--- src/design/artp_pkg.sv ---
// Types, codes and constants for the ACK retry pending table.
// No dependencies; used by every other file of the block but assert_macros.svh.
package artp_pkg;

  localparam int SLOTS_DEF  = 8;
  localparam int MAX_RES    = 8;
  localparam int RES_CNT_W  = $clog2(MAX_RES + 1);
  localparam int SLOT_W     = 3;
  localparam int REQ_W      = 2;
  localparam int EV_W       = 3;
  localparam int CFG_IDX_W  = 3;
  localparam int CFG_DATA_W = 16;
  localparam int TIME_W     = 32;
  localparam int ADDR_W     = 8;
  localparam int KIND_W     = 8;
  localparam int SEQ_W      = 8;
  localparam int TMO_W      = 16;
  localparam int RETRY_W    = 4;
  localparam int LOST_W     = 32;

  localparam logic [ADDR_W-1:0]  BCAST_RST   = 8'd255;
  localparam logic [TMO_W-1:0]   TIMEOUT_RST = 16'd2000;
  localparam logic [RETRY_W-1:0] RETRY_RST   = 4'd3;

  typedef enum logic [EV_W-1:0] {
    EV_QUEUED      = 3'd0,
    EV_FULL        = 3'd1,
    EV_ACK_MATCHED = 3'd2,
    EV_ACK_IGNORED = 3'd3,
    EV_SEND_OK     = 3'd4,
    EV_RETRANSMIT  = 3'd5,
    EV_FAILED      = 3'd6,
    EV_IDLE        = 3'd7
  } event_t;

  typedef enum logic [REQ_W-1:0] {
    REQ_ADD  = 2'd0,
    REQ_ACK  = 2'd1,
    REQ_TICK = 2'd2,
    REQ_NOP  = 2'd3
  } req_t;

  typedef enum logic [CFG_IDX_W-1:0] {
    CFG_IS_GATEWAY  = 3'd0,
    CFG_OWN_ADDR    = 3'd1,
    CFG_BCAST_ADDR  = 3'd2,
    CFG_DATA_KIND   = 3'd3,
    CFG_ACK_TIMEOUT = 3'd4,
    CFG_RETRY_LIMIT = 3'd5
  } cfg_idx_t;

  typedef enum logic [2:0] {
    ST_IDLE,
    ST_ADD,
    ST_PRIME,
    ST_SCAN,
    ST_FLUSH
  } state_t;

  typedef struct packed {
    logic                is_gateway;
    logic [ADDR_W-1:0]   own_address;
    logic [ADDR_W-1:0]   broadcast_address;
    logic [KIND_W-1:0]   data_kind_code;
    logic [TMO_W-1:0]    ack_timeout_ms;
    logic [RETRY_W-1:0]  retry_limit;
  } cfg_t;

  typedef struct packed {
    logic [ADDR_W-1:0]  dest;
    logic [KIND_W-1:0]  kind;
    logic [SEQ_W-1:0]   seq;
    logic [TIME_W-1:0]  stamp;
    logic [RETRY_W-1:0] retries;
  } entry_t;

  typedef struct packed {
    event_t             ev;
    logic [SLOT_W-1:0]  slot;
    logic [SEQ_W-1:0]   seq;
    logic [ADDR_W-1:0]  peer;
    logic [KIND_W-1:0]  kind;
    logic [RETRY_W-1:0] retries;
    logic               ack_needed;
    logic [LOST_W-1:0]  lost;
  } result_t;

  // controller -> datapath
  typedef struct packed {
    logic latch_in;
    logic idx_inc;
    logic rd_en;
    logic add_step;
    logic scan_step;
    logic flush;
  } ctrl_cmd_t;

  // datapath -> controller
  typedef struct packed {
    logic can_push;
    logic out_free;
    logic add_stop;
    logic scan_stop;
  } dp_status_t;

endpackage

--- src/design/artp_chan_if.sv ---
// Valid/ready channel interfaces for the request and result beats.
// Depends on artp_pkg for field widths.
interface artp_in_if;
  logic                          valid;
  logic                          ready;
  logic [artp_pkg::REQ_W-1:0]    req_type;
  logic [artp_pkg::TIME_W-1:0]   now_ms;
  logic [artp_pkg::ADDR_W-1:0]   dest_addr;
  logic [artp_pkg::KIND_W-1:0]   packet_kind;
  logic [artp_pkg::SEQ_W-1:0]    ack_seq;
  logic [artp_pkg::ADDR_W-1:0]   ack_source;

  modport source (output valid, req_type, now_ms, dest_addr, packet_kind, ack_seq,
                  ack_source, input ready);
  modport sink   (input valid, req_type, now_ms, dest_addr, packet_kind, ack_seq,
                  ack_source, output ready);
endinterface

interface artp_out_if;
  logic                           valid;
  logic                           ready;
  logic [artp_pkg::EV_W-1:0]      event_res;
  logic [artp_pkg::SLOT_W-1:0]    slot;
  logic [artp_pkg::SEQ_W-1:0]     seq_out;
  logic [artp_pkg::ADDR_W-1:0]    peer_addr;
  logic [artp_pkg::KIND_W-1:0]    kind_out;
  logic [artp_pkg::RETRY_W-1:0]   retry_count;
  logic                           ack_needed;
  logic [artp_pkg::LOST_W-1:0]    lost_total;
  logic                           last;

  modport source (output valid, event_res, slot, seq_out, peer_addr, kind_out,
                  retry_count, ack_needed, lost_total, last, input ready);
  modport sink   (input valid, event_res, slot, seq_out, peer_addr, kind_out,
                  retry_count, ack_needed, lost_total, last, output ready);
endinterface

--- src/design/artp_regs.sv ---
// Configuration register file: plain write port, no read-back.
// Depends on artp_pkg.
module artp_regs (
  input  logic                               clk,
  input  logic                               rst_n,
  input  logic                               cfg_we,
  input  logic [artp_pkg::CFG_IDX_W-1:0]     cfg_idx,
  input  logic [artp_pkg::CFG_DATA_W-1:0]    cfg_wdata,
  output artp_pkg::cfg_t                     cfg
);
  import artp_pkg::*;

  cfg_t cfg_r, cfg_nxt;

  always_comb begin
    cfg_nxt = cfg_r;
    if (cfg_we) begin
      unique case (cfg_idx_t'(cfg_idx))
        CFG_IS_GATEWAY:  cfg_nxt.is_gateway        = cfg_wdata[0];
        CFG_OWN_ADDR:    cfg_nxt.own_address       = cfg_wdata[ADDR_W-1:0];
        CFG_BCAST_ADDR:  cfg_nxt.broadcast_address = cfg_wdata[ADDR_W-1:0];
        CFG_DATA_KIND:   cfg_nxt.data_kind_code    = cfg_wdata[KIND_W-1:0];
        CFG_ACK_TIMEOUT: cfg_nxt.ack_timeout_ms    = cfg_wdata[TMO_W-1:0];
        CFG_RETRY_LIMIT: cfg_nxt.retry_limit       = cfg_wdata[RETRY_W-1:0];
        default:         cfg_nxt = cfg_r;
      endcase
    end
  end

  always_ff @(posedge clk) begin
    if (!rst_n) begin
      cfg_r.is_gateway        <= 1'b0;
      cfg_r.own_address       <= '0;
      cfg_r.broadcast_address <= BCAST_RST;
      cfg_r.data_kind_code    <= '0;
      cfg_r.ack_timeout_ms    <= TIMEOUT_RST;
      cfg_r.retry_limit       <= RETRY_RST;
    end else begin
      cfg_r <= cfg_nxt;
    end
  end

  assign cfg = cfg_r;

endmodule

--- src/design/artp_dp.sv ---
// Datapath: request latch, entry memory, valid bits, counters and the
// hold / output result registers. Depends on artp_pkg.
module artp_dp #(
  parameter int SLOTS = artp_pkg::SLOTS_DEF
) (
  input  logic                               clk,
  input  logic                               rst_n,
  input  artp_pkg::cfg_t                     cfg,
  input  artp_pkg::ctrl_cmd_t                cmd,
  output artp_pkg::dp_status_t               status,
  input  logic [artp_pkg::REQ_W-1:0]         in_req_type,
  input  logic [artp_pkg::TIME_W-1:0]        in_now_ms,
  input  logic [artp_pkg::ADDR_W-1:0]        in_dest_addr,
  input  logic [artp_pkg::KIND_W-1:0]        in_packet_kind,
  input  logic [artp_pkg::SEQ_W-1:0]         in_ack_seq,
  input  logic [artp_pkg::ADDR_W-1:0]        in_ack_source,
  input  logic                               out_ready,
  output logic                               out_valid,
  output artp_pkg::result_t                  out_res,
  output logic                               out_last
);
  import artp_pkg::*;

  localparam int IW = (SLOTS > 1) ? $clog2(SLOTS) : 1;
  localparam logic [IW-1:0] IDX_LAST = IW'(SLOTS - 1);

  // latched request
  req_t               req_r;
  logic [TIME_W-1:0]  now_r;
  logic [ADDR_W-1:0]  dest_r;
  logic [KIND_W-1:0]  kind_r;
  logic [SEQ_W-1:0]   aseq_r;
  logic [ADDR_W-1:0]  asrc_r;

  logic [IW-1:0]        idx_r, idx_nxt;
  logic [SLOTS-1:0]     valid_r, valid_nxt;
  logic [SEQ_W-1:0]     seq_r, seq_nxt;
  logic [LOST_W-1:0]    loss_r, loss_nxt;
  logic [RES_CNT_W-1:0] n_r, n_nxt;

  entry_t mem [SLOTS];
  entry_t rd_q;
  logic   mem_we;
  entry_t mem_wd;
  logic [IW-1:0] rd_addr;

  logic    hold_valid_r, hold_valid_nxt;
  result_t hold_r, hold_nxt;
  logic    out_valid_r, out_valid_nxt;
  result_t out_r, out_nxt;
  logic    out_last_r, out_last_nxt;

  logic          idx_last, slot_free, cur_valid, out_free, can_push;
  logic          ack_for_us, timed_out;
  logic [TIME_W-1:0] age;
  logic          push;
  result_t       new_res, dflt_res;
  logic [SLOT_W-1:0] slot_id;

  assign idx_last  = (idx_r == IDX_LAST);
  assign cur_valid = valid_r[idx_r];
  assign slot_free = !cur_valid;
  assign out_free  = !out_valid_r || out_ready;
  assign can_push  = !hold_valid_r || out_free;
  assign slot_id   = SLOT_W'(idx_r);
  assign ack_for_us = (dest_r == cfg.own_address) || (dest_r == cfg.broadcast_address);
  assign age       = now_r - rd_q.stamp;
  assign timed_out = age > {{(TIME_W-TMO_W){1'b0}}, cfg.ack_timeout_ms};
  assign rd_addr   = cmd.idx_inc ? idx_r + 1'b1 : idx_r;

  // one add step or one scan step per cycle when the controller issues one, acting on slot idx_r
  always_comb begin
    valid_nxt = valid_r;
    seq_nxt   = seq_r;
    loss_nxt  = loss_r;
    mem_we    = 1'b0;
    mem_wd    = rd_q;
    push      = 1'b0;
    new_res   = '0;
    new_res.ev = EV_IDLE;
    status.can_push  = can_push;
    status.out_free  = out_free;
    status.add_stop  = slot_free || idx_last;
    status.scan_stop = idx_last;

    if (cmd.add_step) begin
      if (slot_free) begin
        valid_nxt[idx_r] = 1'b1;
        mem_we         = 1'b1;
        mem_wd.dest    = dest_r;
        mem_wd.kind    = kind_r;
        mem_wd.seq     = seq_r;
        mem_wd.stamp   = now_r;
        mem_wd.retries = '0;
        seq_nxt        = seq_r + 1'b1;
        push           = 1'b1;
        new_res.ev     = EV_QUEUED;
        new_res.slot   = slot_id;
        new_res.seq    = seq_r;
        new_res.peer   = dest_r;
        new_res.kind   = kind_r;
        new_res.ack_needed = !cfg.is_gateway && (dest_r != cfg.broadcast_address);
      end else if (idx_last) begin
        push         = 1'b1;
        new_res.ev   = EV_FULL;
        new_res.peer = dest_r;
      end
    end

    if (cmd.scan_step && cur_valid) begin
      if (req_r == REQ_ACK) begin
        if (ack_for_us && rd_q.seq == aseq_r) begin
          valid_nxt[idx_r] = 1'b0;
          // beyond the result limit the slot is still freed, just not reported
          push            = (n_r < RES_CNT_W'(MAX_RES));
          new_res.ev      = EV_ACK_MATCHED;
          new_res.slot    = slot_id;
          new_res.seq     = aseq_r;
          new_res.peer    = asrc_r;
          new_res.kind    = rd_q.kind;
          new_res.retries = rd_q.retries;
        end
      end else begin
        new_res.slot    = slot_id;
        new_res.seq     = rd_q.seq;
        new_res.peer    = rd_q.dest;
        new_res.kind    = rd_q.kind;
        new_res.retries = rd_q.retries;
        if (cfg.is_gateway && rd_q.kind == cfg.data_kind_code) begin
          valid_nxt[idx_r] = 1'b0;
          push       = 1'b1;
          new_res.ev = EV_SEND_OK;
        end else if (rd_q.dest == cfg.broadcast_address) begin
          valid_nxt[idx_r] = 1'b0;
        end else if (timed_out) begin
          push = 1'b1;
          if (rd_q.retries < cfg.retry_limit) begin
            mem_we          = 1'b1;
            mem_wd.stamp    = now_r;
            mem_wd.retries  = rd_q.retries + 1'b1;
            new_res.ev      = EV_RETRANSMIT;
            new_res.retries = rd_q.retries + 1'b1;
          end else begin
            valid_nxt[idx_r] = 1'b0;
            loss_nxt   = loss_r + 1'b1;
            new_res.ev = EV_FAILED;
          end
        end
        // a tick ends after its last reportable result
        if (push && n_r == RES_CNT_W'(MAX_RES - 1)) status.scan_stop = 1'b1;
      end
    end
    new_res.lost = loss_nxt;
  end

  always_comb begin
    dflt_res      = '0;
    dflt_res.lost = loss_r;
    if (req_r == REQ_ACK) begin
      dflt_res.ev   = EV_ACK_IGNORED;
      dflt_res.seq  = aseq_r;
      dflt_res.peer = asrc_r;
    end else begin
      dflt_res.ev = EV_IDLE;
    end
  end

  // hold keeps the newest result until it is known whether more follow
  always_comb begin
    hold_valid_nxt = hold_valid_r;
    hold_nxt       = hold_r;
    out_valid_nxt  = out_valid_r && !out_ready;
    out_nxt        = out_r;
    out_last_nxt   = out_last_r;
    n_nxt          = n_r;
    if (cmd.latch_in) n_nxt = '0;
    if (push) begin
      if (hold_valid_r) begin
        out_valid_nxt = 1'b1;
        out_nxt       = hold_r;
        out_last_nxt  = 1'b0;
      end
      hold_valid_nxt = 1'b1;
      hold_nxt       = new_res;
      n_nxt          = n_r + 1'b1;
    end
    if (cmd.flush) begin
      out_valid_nxt  = 1'b1;
      out_nxt        = hold_valid_r ? hold_r : dflt_res;
      out_last_nxt   = 1'b1;
      hold_valid_nxt = 1'b0;
    end
  end

  always_comb begin
    idx_nxt = idx_r;
    if (cmd.latch_in)     idx_nxt = '0;
    else if (cmd.idx_inc) idx_nxt = idx_r + 1'b1;
  end

  always_ff @(posedge clk) begin
    if (!rst_n) begin
      idx_r        <= '0;
      valid_r      <= '0;
      seq_r        <= '0;
      loss_r       <= '0;
      n_r          <= '0;
      hold_valid_r <= 1'b0;
      out_valid_r  <= 1'b0;
    end else begin
      idx_r        <= idx_nxt;
      valid_r      <= valid_nxt;
      seq_r        <= seq_nxt;
      loss_r       <= loss_nxt;
      n_r          <= n_nxt;
      hold_valid_r <= hold_valid_nxt;
      out_valid_r  <= out_valid_nxt;
    end
  end

  always_ff @(posedge clk) begin
    hold_r     <= hold_nxt;
    out_r      <= out_nxt;
    out_last_r <= out_last_nxt;
    if (cmd.latch_in) begin
      req_r  <= req_t'(in_req_type);
      now_r  <= in_now_ms;
      dest_r <= in_dest_addr;
      kind_r <= in_packet_kind;
      aseq_r <= in_ack_seq;
      asrc_r <= in_ack_source;
    end
  end

  // entry memory: one write port, one registered read port
  always_ff @(posedge clk) begin
    if (mem_we) mem[idx_r] <= mem_wd;
    if (cmd.rd_en) rd_q <= mem[rd_addr];
  end

  assign out_valid = out_valid_r;
  assign out_res   = out_r;
  assign out_last  = out_last_r;

endmodule

--- src/design/artp_ctrl.sv ---
// Controller: accepts one request at a time and sequences the slot walk.
// Depends on artp_pkg.
module artp_ctrl (
  input  logic                         clk,
  input  logic                         rst_n,
  input  logic                         in_valid,
  input  logic [artp_pkg::REQ_W-1:0]   in_req_type,
  output logic                         in_ready,
  input  artp_pkg::dp_status_t         status,
  output artp_pkg::ctrl_cmd_t          cmd
);
  import artp_pkg::*;

  state_t state_r, state_nxt;

  always_comb begin
    state_nxt = state_r;
    unique case (state_r)
      ST_IDLE: begin
        if (in_valid) begin
          unique case (req_t'(in_req_type))
            REQ_ADD:           state_nxt = ST_ADD;
            REQ_ACK, REQ_TICK: state_nxt = ST_PRIME;
            REQ_NOP:           state_nxt = ST_FLUSH;
            default:           state_nxt = ST_FLUSH;
          endcase
        end
      end
      ST_ADD: begin
        if (status.can_push && status.add_stop) state_nxt = ST_FLUSH;
      end
      ST_PRIME: state_nxt = ST_SCAN;
      ST_SCAN: begin
        if (status.can_push && status.scan_stop) state_nxt = ST_FLUSH;
      end
      ST_FLUSH: begin
        if (status.out_free) state_nxt = ST_IDLE;
      end
      default: state_nxt = ST_IDLE;
    endcase
  end

  always_comb begin
    cmd      = '0;
    in_ready = 1'b0;
    unique case (state_r)
      ST_IDLE: begin
        in_ready     = 1'b1;
        cmd.latch_in = in_valid;
      end
      ST_ADD: begin
        if (status.can_push) begin
          cmd.add_step = 1'b1;
          cmd.idx_inc  = !status.add_stop;
        end
      end
      ST_PRIME: cmd.rd_en = 1'b1;
      ST_SCAN: begin
        if (status.can_push) begin
          cmd.scan_step = 1'b1;
          cmd.idx_inc   = !status.scan_stop;
          cmd.rd_en     = !status.scan_stop;
        end
      end
      ST_FLUSH: cmd.flush = status.out_free;
      default: cmd = '0;
    endcase
  end

  always_ff @(posedge clk) begin
    if (!rst_n) state_r <= ST_IDLE;
    else        state_r <= state_nxt;
  end

endmodule

--- src/design/ack_retry_pending_table.sv ---
// ACK retry pending table: valid/ready request and result channels, config port.
// Beats on in_if: add (0), received ACK (1), tick (2), no-op (3). Each request
// yields one or more result beats on out_if; the final one carries last = 1.
// Config registers are to be written by the user through cfg_we / cfg_idx /
// cfg_wdata only while the block is idle; the block does not enforce this.
// Indexes beyond the register list are ignored. One request is worked at a
// time. An add walks the valid bits from slot 0 to the first free slot (all
// slots when full); an ACK or tick walks the slots through the entry memory's
// single registered read port, one slot a cycle when not paused, and a tick
// also stops at its MAX_RES-th result. Result beats pass through a hold
// register and an output register, so a new request is taken while the last
// beat of the previous one waits; if out_if stalls the walk pauses when both
// registers are occupied. Reset (rst_n low, synchronous) clears all valid
// bits, sequence number and loss counter and loads the config defaults; no
// clearing pass is needed, as entries are written only on add or retransmit.
module ack_retry_pending_table #(
  parameter int SLOTS = artp_pkg::SLOTS_DEF
) (
  input  logic                               clk,
  input  logic                               rst_n,
  artp_in_if.sink                            in_if,
  artp_out_if.source                         out_if,
  input  logic                               cfg_we,
  input  logic [artp_pkg::CFG_IDX_W-1:0]     cfg_idx,
  input  logic [artp_pkg::CFG_DATA_W-1:0]    cfg_wdata
);
  import artp_pkg::*;

  cfg_t       cfg;
  ctrl_cmd_t  cmd;
  dp_status_t status;
  result_t    out_res;
  logic       in_ready;

  artp_regs u_regs (
    .clk       (clk),
    .rst_n     (rst_n),
    .cfg_we    (cfg_we),
    .cfg_idx   (cfg_idx),
    .cfg_wdata (cfg_wdata),
    .cfg       (cfg)
  );

  artp_ctrl u_ctrl (
    .clk         (clk),
    .rst_n       (rst_n),
    .in_valid    (in_if.valid),
    .in_req_type (in_if.req_type),
    .in_ready    (in_ready),
    .status      (status),
    .cmd         (cmd)
  );

  artp_dp #(.SLOTS(SLOTS)) u_dp (
    .clk            (clk),
    .rst_n          (rst_n),
    .cfg            (cfg),
    .cmd            (cmd),
    .status         (status),
    .in_req_type    (in_if.req_type),
    .in_now_ms      (in_if.now_ms),
    .in_dest_addr   (in_if.dest_addr),
    .in_packet_kind (in_if.packet_kind),
    .in_ack_seq     (in_if.ack_seq),
    .in_ack_source  (in_if.ack_source),
    .out_ready      (out_if.ready),
    .out_valid      (out_if.valid),
    .out_res        (out_res),
    .out_last       (out_if.last)
  );

  assign in_if.ready        = in_ready;
  assign out_if.event_res   = out_res.ev;
  assign out_if.slot        = out_res.slot;
  assign out_if.seq_out     = out_res.seq;
  assign out_if.peer_addr   = out_res.peer;
  assign out_if.kind_out    = out_res.kind;
  assign out_if.retry_count = out_res.retries;
  assign out_if.ack_needed  = out_res.ack_needed;
  assign out_if.lost_total  = out_res.lost;

endmodule

--- src/flat_wrapper.sv ---
// flat-port wrapper written by rule: the top's interface ports become plain ports
module ack_retry_pending_table_flat import artp_pkg::*;
#(
  parameter int SLOTS = artp_pkg::SLOTS_DEF
)
  (clk, rst_n, cfg_we, cfg_idx, cfg_wdata, in_if_valid, in_if_req_type, in_if_now_ms, in_if_dest_addr, in_if_packet_kind, in_if_ack_seq, in_if_ack_source, in_if_ready, out_if_valid, out_if_event_res, out_if_slot, out_if_seq_out, out_if_peer_addr, out_if_kind_out, out_if_retry_count, out_if_ack_needed, out_if_lost_total, out_if_last, out_if_ready);
  artp_in_if in_if_i ();
  artp_out_if out_if_i ();
  input  logic clk;
  input  logic rst_n;
  input  logic cfg_we;
  input  logic [artp_pkg::CFG_IDX_W-1:0] cfg_idx;
  input  logic [artp_pkg::CFG_DATA_W-1:0] cfg_wdata;
  input wire logic [$bits(in_if_i.valid)-1:0] in_if_valid;
  input wire logic [$bits(in_if_i.req_type)-1:0] in_if_req_type;
  input wire logic [$bits(in_if_i.now_ms)-1:0] in_if_now_ms;
  input wire logic [$bits(in_if_i.dest_addr)-1:0] in_if_dest_addr;
  input wire logic [$bits(in_if_i.packet_kind)-1:0] in_if_packet_kind;
  input wire logic [$bits(in_if_i.ack_seq)-1:0] in_if_ack_seq;
  input wire logic [$bits(in_if_i.ack_source)-1:0] in_if_ack_source;
  output wire logic [$bits(in_if_i.ready)-1:0] in_if_ready;
  output wire logic [$bits(out_if_i.valid)-1:0] out_if_valid;
  output wire logic [$bits(out_if_i.event_res)-1:0] out_if_event_res;
  output wire logic [$bits(out_if_i.slot)-1:0] out_if_slot;
  output wire logic [$bits(out_if_i.seq_out)-1:0] out_if_seq_out;
  output wire logic [$bits(out_if_i.peer_addr)-1:0] out_if_peer_addr;
  output wire logic [$bits(out_if_i.kind_out)-1:0] out_if_kind_out;
  output wire logic [$bits(out_if_i.retry_count)-1:0] out_if_retry_count;
  output wire logic [$bits(out_if_i.ack_needed)-1:0] out_if_ack_needed;
  output wire logic [$bits(out_if_i.lost_total)-1:0] out_if_lost_total;
  output wire logic [$bits(out_if_i.last)-1:0] out_if_last;
  input wire logic [$bits(out_if_i.ready)-1:0] out_if_ready;
  assign in_if_i.valid = in_if_valid;
  assign in_if_i.req_type = in_if_req_type;
  assign in_if_i.now_ms = in_if_now_ms;
  assign in_if_i.dest_addr = in_if_dest_addr;
  assign in_if_i.packet_kind = in_if_packet_kind;
  assign in_if_i.ack_seq = in_if_ack_seq;
  assign in_if_i.ack_source = in_if_ack_source;
  assign in_if_ready = in_if_i.ready;
  assign out_if_valid = out_if_i.valid;
  assign out_if_event_res = out_if_i.event_res;
  assign out_if_slot = out_if_i.slot;
  assign out_if_seq_out = out_if_i.seq_out;
  assign out_if_peer_addr = out_if_i.peer_addr;
  assign out_if_kind_out = out_if_i.kind_out;
  assign out_if_retry_count = out_if_i.retry_count;
  assign out_if_ack_needed = out_if_i.ack_needed;
  assign out_if_lost_total = out_if_i.lost_total;
  assign out_if_last = out_if_i.last;
  assign out_if_i.ready = out_if_ready;
  ack_retry_pending_table #(.SLOTS(SLOTS)) u_core (.clk(clk), .rst_n(rst_n), .in_if(in_if_i), .out_if(out_if_i), .cfg_we(cfg_we), .cfg_idx(cfg_idx), .cfg_wdata(cfg_wdata));
endmodule
--- config.mk ---
export PLATFORM = sky130hd
export DESIGN_NAME = ack_retry_pending_table_flat
export DESIGN_NICKNAME = d
export VERILOG_FILES = /design/src/design/artp_pkg.sv /design/src/design/artp_chan_if.sv /design/src/design/artp_regs.sv /design/src/design/artp_dp.sv /design/src/design/artp_ctrl.sv /design/src/design/ack_retry_pending_table.sv /design/src/flat_wrapper.sv
export SDC_FILE = /design/constraint.sdc
export NUM_CORES = 1
export LEC_CHECK = 0
export BUFFER_PORTS_ARGS = -buffer_cell sky130_fd_sc_hd__buf_2
export CORE_ASPECT_RATIO = 0.75
export CORE_MARGIN = 4
export CORE_UTILIZATION = 50
export DETAILED_ROUTE_END_ITERATION = 12
export PLACE_DENSITY = 0.72
export RECOVER_POWER = 50
export SYNTH_ARGS = -nofsm -noshare
export SYNTH_HDL_FRONTEND = slang
export SYNTH_SLANG_ARGS = --single-unit
--- constraint.sdc ---
create_clock -name clk -period 16.73 [get_ports clk]
set_input_delay 0.8365 -clock clk [delete_from_list [all_inputs] [get_ports clk]]
set_output_delay 0.8365 -clock clk [all_outputs]
set_load 0.01 [all_outputs]
# Word level (Yosys, flattened, before mapping)
# Memories as Yosys holds them, arrays and structs flattened. A register that Yosys moved wholly into a read port is not among the register bits.
# Index checks and enable logic that the tools add are counted.
# W data, S select, Z words.
dict set report classes {
  eq_ne 25
  add_sub_neg 6
  order_cmp 5
  muxes 97
  n_reduce_logical 40
  n_bitwise 6
}
# operator count
set op_table {}
lappend op_table {{$mux W67} 4}
lappend op_table {{$mux W36} 6}
lappend op_table {{$mux W32} 6}
lappend op_table {{$mux W60} 2}
lappend op_table {{$mux W34} 3}
lappend op_table {{$mux W8} 12}
lappend op_table {{$eq A8 B8 Y1} 5}
lappend op_table {{$mux W1} 36}
lappend op_table {{$mux W3} 11}
lappend op_table {{$add A32 B1 Y32 const B} 1}
lappend op_table {{$gt A32 B16 Y1} 1}
lappend op_table {{$sub A32 B32 Y32} 1}
lappend op_table {{$mux W30} 1}
lappend op_table {{$mux W4} 6}
lappend op_table {{$reduce_and A2 Y1} 9}
lappend op_table {{$mux W16} 1}
lappend op_table {{$pmux W3 S5} 1}
lappend op_table {{$eq A3 B2 Y1 const B} 4}
lappend op_table {{$eq A3 B3 Y1 const B} 4}
lappend op_table {{$mux W11} 1}
lappend op_table {{$logic_and A1 B1 Y1} 9}
lappend op_table {{$pmux W3 S3} 1}
lappend op_table {{$add A4 B1 Y4 const B} 2}
lappend op_table {{$add A8 B1 Y8 const B} 1}
lappend op_table {{26 further kinds} 51}
dict set report totals {
  mem_count 1
  ram_bits 480
  ff_bits 306
  out_inout_bits 70
  inputBits 90
}
# memory words word_bits read_ports rd_clocked_by_memory_dff wr line_no
set mem_list {}
lappend mem_list {u_core.u_dp.mem 8 60 1 1 1 artp_dp.sv:41} ;# entry_t mem [SLOTS];

# Logic depth before layout (Yosys ltp)
dict set report depth {
  word_depth 19
  ltp_mapped 25
  depth_no_buf 22
}

# Cells and area by module
# From an unflattened synthesis, not the netlist that was laid out.
dict set report unflattened {
  hier_cells 2293
  area_unflattened_um2 36357.4
}
# module n_inst cells_per_inst area_each_um2 seq_area_each_um2
set by_module_without_submodules {}
lappend by_module_without_submodules {artp_dp 1 2073 34192.8 23382.4}
lappend by_module_without_submodules {artp_regs 1 179 1820.5 900.9}
lappend by_module_without_submodules {artp_ctrl 1 41 344.1 60.1}

# Worst setup path before layout
# No wires, ideal clock.
dict set report synth_path {
  kind {flip-flop to flip-flop}
  startpoint {register u_core.u_dp.rd_q[4] (netlist name)}
  endpoint {memory u_core.u_dp.mem[6][0] (netlist name), enable pin}
  arrival_ns 6.598
  setup_time_ns 0.478
  path_buffers 0
  stages_incl_launch_ff 21
  required_ns 16.252
  path_slack_ns 9.653
  cell_sequence {edfxtp_1 -> ha_1 -> fa_1 -> nand2b_1 -> a21oi_1 -> nor2_1 -> o21bai_1 -> a21oi_1 -> xnor2_1 -> ha_1 -> nand4_1 -> or4_1 -> a21oi_1 -> nor4_1 -> o22a_1 -> o21a_1 -> nand4bb_1 -> nor4_4 -> nor3_2 -> a21oi_2 -> nor2_1}
}
dict set report synth_via {
  elab_chain_len 9
}
# element line_no
set synth_rtl {}
lappend synth_rtl {{$sub A32 B32 Y32} artp_dp.sv:67} ;# assign age = now_r - rd_q.stamp;
lappend synth_rtl {{$gt A32 B16 Y1} artp_dp.sv:68} ;# assign timed_out = age > {{(TIME_W-TMO_W){1'b0}}, cfg.ack_timeout_ms};
lappend synth_rtl {{$mux W1} artp_dp.sv:135} ;# end else if (timed_out) begin
lappend synth_rtl {{$mux W1} artp_dp.sv:133} ;# end else if (rd_q.dest == cfg.broadcast_address) begin
lappend synth_rtl {{$mux W1} artp_dp.sv:129} ;# if (cfg.is_gateway && rd_q.kind == cfg.data_kind_code) begin
lappend synth_rtl {{$mux W1} artp_dp.sv:111} ;# if (req_r == REQ_ACK) begin
lappend synth_rtl {{$mux W1} artp_dp.sv:110} ;# if (cmd.scan_step && cur_valid) begin
lappend synth_rtl {{$mux W1} artp_dp.sv:237} ;# if (mem_we) mem[idx_r] <= mem_wd;
lappend synth_rtl {{$mux W1 (implied by the code)} artp_dp.sv:237}
lappend synth_rtl {{end, declared} artp_dp.sv:41}
# No other way between the ends.

# Final worst setup path
dict set report layout_path {
  startpoint {register u_core.u_dp.idx_r[0]}
  endpoint {register u_core.u_dp.n_r[0]}
}
dict set report layout_via {
  elab_chain_len 12
  word_cells_on_any_way 17
}
# element line_no
set layout_rtl {}
lappend layout_rtl {{start, declared} artp_dp.sv:35} ;# logic [IW-1:0] idx_r, idx_nxt;
lappend layout_rtl {{start signal, assigned} artp_dp.sv:211} ;# idx_r <= idx_nxt;
lappend layout_rtl {{$bmux W1 S3 or $eq A3 B3 Y1 (tied branches)} {artp_dp.sv:61, artp_dp.sv:60}}
lappend layout_rtl {{$mux W1, on equally long branches} {artp_dp.sv:61, artp_dp.sv:103}}
lappend layout_rtl {{$mux W1} artp_dp.sv:87} ;# if (slot_free) begin
lappend layout_rtl {{$mux W1} artp_dp.sv:86} ;# if (cmd.add_step) begin
lappend layout_rtl {{$mux W1} artp_dp.sv:135}
lappend layout_rtl {{$mux W1} artp_dp.sv:133}
lappend layout_rtl {{$mux W1} artp_dp.sv:129}
lappend layout_rtl {{$mux W1} artp_dp.sv:111}
lappend layout_rtl {{$mux W1} artp_dp.sv:110}
lappend layout_rtl {{$mux W1} artp_dp.sv:111}
lappend layout_rtl {{$mux W1 (*)} artp_dp.sv:110}
lappend layout_rtl {{$mux W4 or $reduce_bool A2 Y1 (tied branches)} -}
lappend layout_rtl {{end signal, assigned} artp_dp.sv:215} ;# n_r <= n_nxt;
lappend layout_rtl {{end, declared} artp_dp.sv:39} ;# logic [RES_CNT_W-1:0] n_r, n_nxt;
# Mark *: on every way between the ends. The rest lies on a longest branch, timed or not. The select of a mux whose other input is x is not followed.
# A chain may end at the register's enable or synchronous reset.

==> qor.txt <==
Status = finished with violations
Failing checks = max-capacitance violations, max-slew violations
Cell taking the most area after synthesis = edfxtp_1
Drt first pass iters = 7
Area Overhead vs Synth = 11.1%
Seq. cell area = 24400 sq um
Hold path depth = 1
Worst hold start = in_if_now_ms[17]
Int Pwr = 4.07 mW
Via density = 6.19
CP max FO = 71
Crit path from = u_core.u_dp.idx_r[0]$_SDFF_PP0_
Largest net degree at the start of global routing = 154
Sequential share of power = 48.0%
Post-synth top cells = edfxtp_1, nand2_1, mux4_2, a21oi_1, clkbuf_1
Cell repeated most along the worst path = o21ai_0
Area occupied by multi-input gates = 14500 sq um
Die Ht = 252 um
Reg-to-reg slack, setup = 6120 ps
Static Leak = 14.7 nW
Reg-to-reg critical path endpoint = u_core.u_dp.n_r[0]$_SDFFE_PN0P_
Switching Share = 27.8%
Ys Warns = 0
Final WL = 98700 um
Slew Limit Headroom = -233%
Final worst slack = 6120 ps
Initial antenna violation count = 2
Layout cells sized above 1 = 17.3%
Setup Fix Bufs, Post-CTS = 0
Setup WS pre-CTS = 9310 ps
Register-to-Register Path Depth = 11
Ports = 160
Worst Hold Class = input pin to flop
FF-to-FF Start = u_core.u_dp.idx_r[0]$_SDFF_PP0_
H-tree levels = 3
Mapped Cells = 2758
Clk buf depth = 3
Port Buffers = 159
Starting Density = 50.5%
Clock latency on the worst-skew pair = 650 ps
Vias in the first global route = 24800
Die Span X = 334 um
Most used DFF post-synth = edfxtp_1
CP Class = flop to flop
CP endpoint kind = flop
CTS resizes = 0
Routed wire per std cell = 24.8 um
Final Max Tran Viols = 604
Final period util = 63.4%
Number of synthesized flops with an enable pin = 740
Fin nets = 3020
Synth area leaders = edfxtp_1, mux4_2, dfxtp_1, nand2_1, mux2i_1
CP arrival = 10910 ps
Setup TNS = 0 ps
Actual slew at the worst max-slew pin = 4990 ps
Async SR Flop Fraction = 0%
Share of the synthesized area in the top cell type = 55.9%
Core area = 78700 sq um
Critical Path Max Stage Delay = 3660 ps
Power share of the combinational group = 18.4%
DR iter-0 viols = 2879
PwrDens = 128 nW/um^2
Max VDD drop = 0.0950 mV
FF+latch count, synth = 846
Setup crit end = u_core.u_dp.n_r[0]$_SDFFE_PN0P_
DRC = 0
CTS sink cnt = 846
Clk_skew = 27.7 ps
Post-route minimum period = 10610 ps
Clk pwr share = 33.6%
Final setup viols = 0
Dpl hpwl = 62700 um
Final hold vios = 0
Type of origin of the critical path = flop
RePlAce Congestion = 0.892
Total CTS buffers = 84
Final ANT Viol Nets = 0
Sw power = 1.57 mW
Fmax = 94.3 MHz
RSZ-0062 raised after global routing = no
Post-Syn Area = 39700 sq um
Distinct cells, synth = 73
CTS Root Cell = clkbuf_16
Worst-path clk slew = 60 ps
Max stage delay cell, worst path = and2_0
WP data required = 17030 ps
Row Count = 89
CP Cell Sequence = inv_1 -> nand3_1 -> o21ai_0 -> a221o_1 -> nor2b_1 -> nor3_1 -> clkbuf_1 -> o21ai_0 -> a21oi_1 -> and2_0 -> o21ai_0
Die area = 84100 sq um
Max-cap viol count = 13
Most numerous cell in the Yosys netlist = edfxtp_1
Grt ovf = 0
Fillers = 6138
CTS tree = yes
GRT Overall Usage = 23.2%
First-pass GRT wire length = 150000 um
Syn_area_per_cell = 14.4 sq um
Post-layout util = 56.1%
Seq/Total Area, Yosys = 61.2%
Post-Syn Nets = 2907
Vias = 24700
CTS hold repair buffers = 0
## metrics by stage
| stage | instances | total power [mW] | area [sq um] | hold slack [ps] |
|---|---|---|---|---|
| 3_3_place_gp | 3831 | 3.75 | 41600 | 451 |
| 5_1_grt | 3988 | 5.87 | 44100 | 334 |
| 4_1_cts | 3988 | 5.67 | 44400 | 329 |
| 3_5_place_dp | 3831 | 3.78 | 41600 | 450 |
| 2_1_floorplan | 2758 | 3.42 | 39700 | 436 |
| 6_report | 3989 | 5.64 | 44200 | 362 |
## power by group through the flow
stage	sequential, mW	combinational (mW)	clock (mW)
floorplan	2.71	0.707	0
CTS	2.70	1.05	1.92
detailed placement	2.74	1.04	0
global route	2.72	1.14	2.01
finish	2.71	1.04	1.89
global placement	2.73	1.02	0
## placed cells by master, fill, tap and decap left out, types with 63 or more instances in the layout
master and count:
nor2b_1 71, mux4_2 240, a21oi_1 142, mux2i_1 99, nor2_1 75, edfxtp_1 740
inv_1 72, nand2_1 382, clkbuf_16 87, dfxtp_1 104, a211oi_1 68, buf_2 70
clkbuf_1 115, nand3_1 63
## how the worst min path moves through the flow
stage	end	slack (ps)
after CTS	u_core.u_dp.now_r[27]$_DFFE_PP_	330
after floorplan	u_core.u_regs.cfg[15]$_SDFFE_PN0P_	440
after global placement	u_core.u_regs.cfg[18]$_SDFFE_PN0P_	450
after detailed placement	u_core.u_regs.cfg[16]$_SDFFE_PN0P_	450
final	u_core.u_dp.now_r[17]$_DFFE_PP_	360
after global routing	u_core.u_dp.now_r[22]$_DFFE_PP_	330
## cell families (layout without fill, tap and decap cells)
| kind of cell | after synthesis | count (layout) | synth area share [%] |
|---|---|---|---|
| and+or+nand+nor | 762 | 762 | 9.01 |
| AOI/OAI and AO/OA | 383 | 383 | 6.09 |
| buffers and inverters | 236 | 420 | 2.33 |
| other | 0 | 1 | 0 |
| adders and majority gates | 59 | 59 | 1.88 |
| muxes | 371 | 371 | 17.2 |
| xor gates and xnor gates | 101 | 101 | 2.23 |
| DFF | 846 | 846 | 61.2 |
## layout make-up
cell class / count / area share, %
well taps: 1046 / 2.96
inverters: 74 / 0.629
multi-input cells: 1676 / 32.9
clock inverters: 40 / 0.788
diodes: 1 / 0.00567
repair buffers: 189 / 2.03
clock buffers: 117 / 5.50
flip-flops and latches: 846 / 55.2
## sequential cells by signal, summed over array words and instances (netlist names), 32 cells and up
register / count
u_core.u_dp.mem: 480
u_core.u_dp.out_res: 67
u_core.u_regs.cfg: 45
u_core.u_dp.hold_r: 67
u_core.u_dp.rd_q: 60
u_core.u_dp.loss_r: 32
u_core.u_dp.now_r: 32
## critical path, delay by kind of cell (launching register included)
kind	cells	cell delay [ps]
AND/OR/NAND/NOR	4	4310
flip-flops	1	2370
AO/OA/AOI/OAI	5	1890
buffers and inverters	2	1650
## routing by layer
metal | track usage (%) | part of all wire, %
met1 | 32.4 | 41
met2 | 38.0 | 49
met3 | 4.12 | 7.5
met4 | 6.43 | 2.6
met5 | 0 | 0.0081
Power figures use the tool's default switching activity.
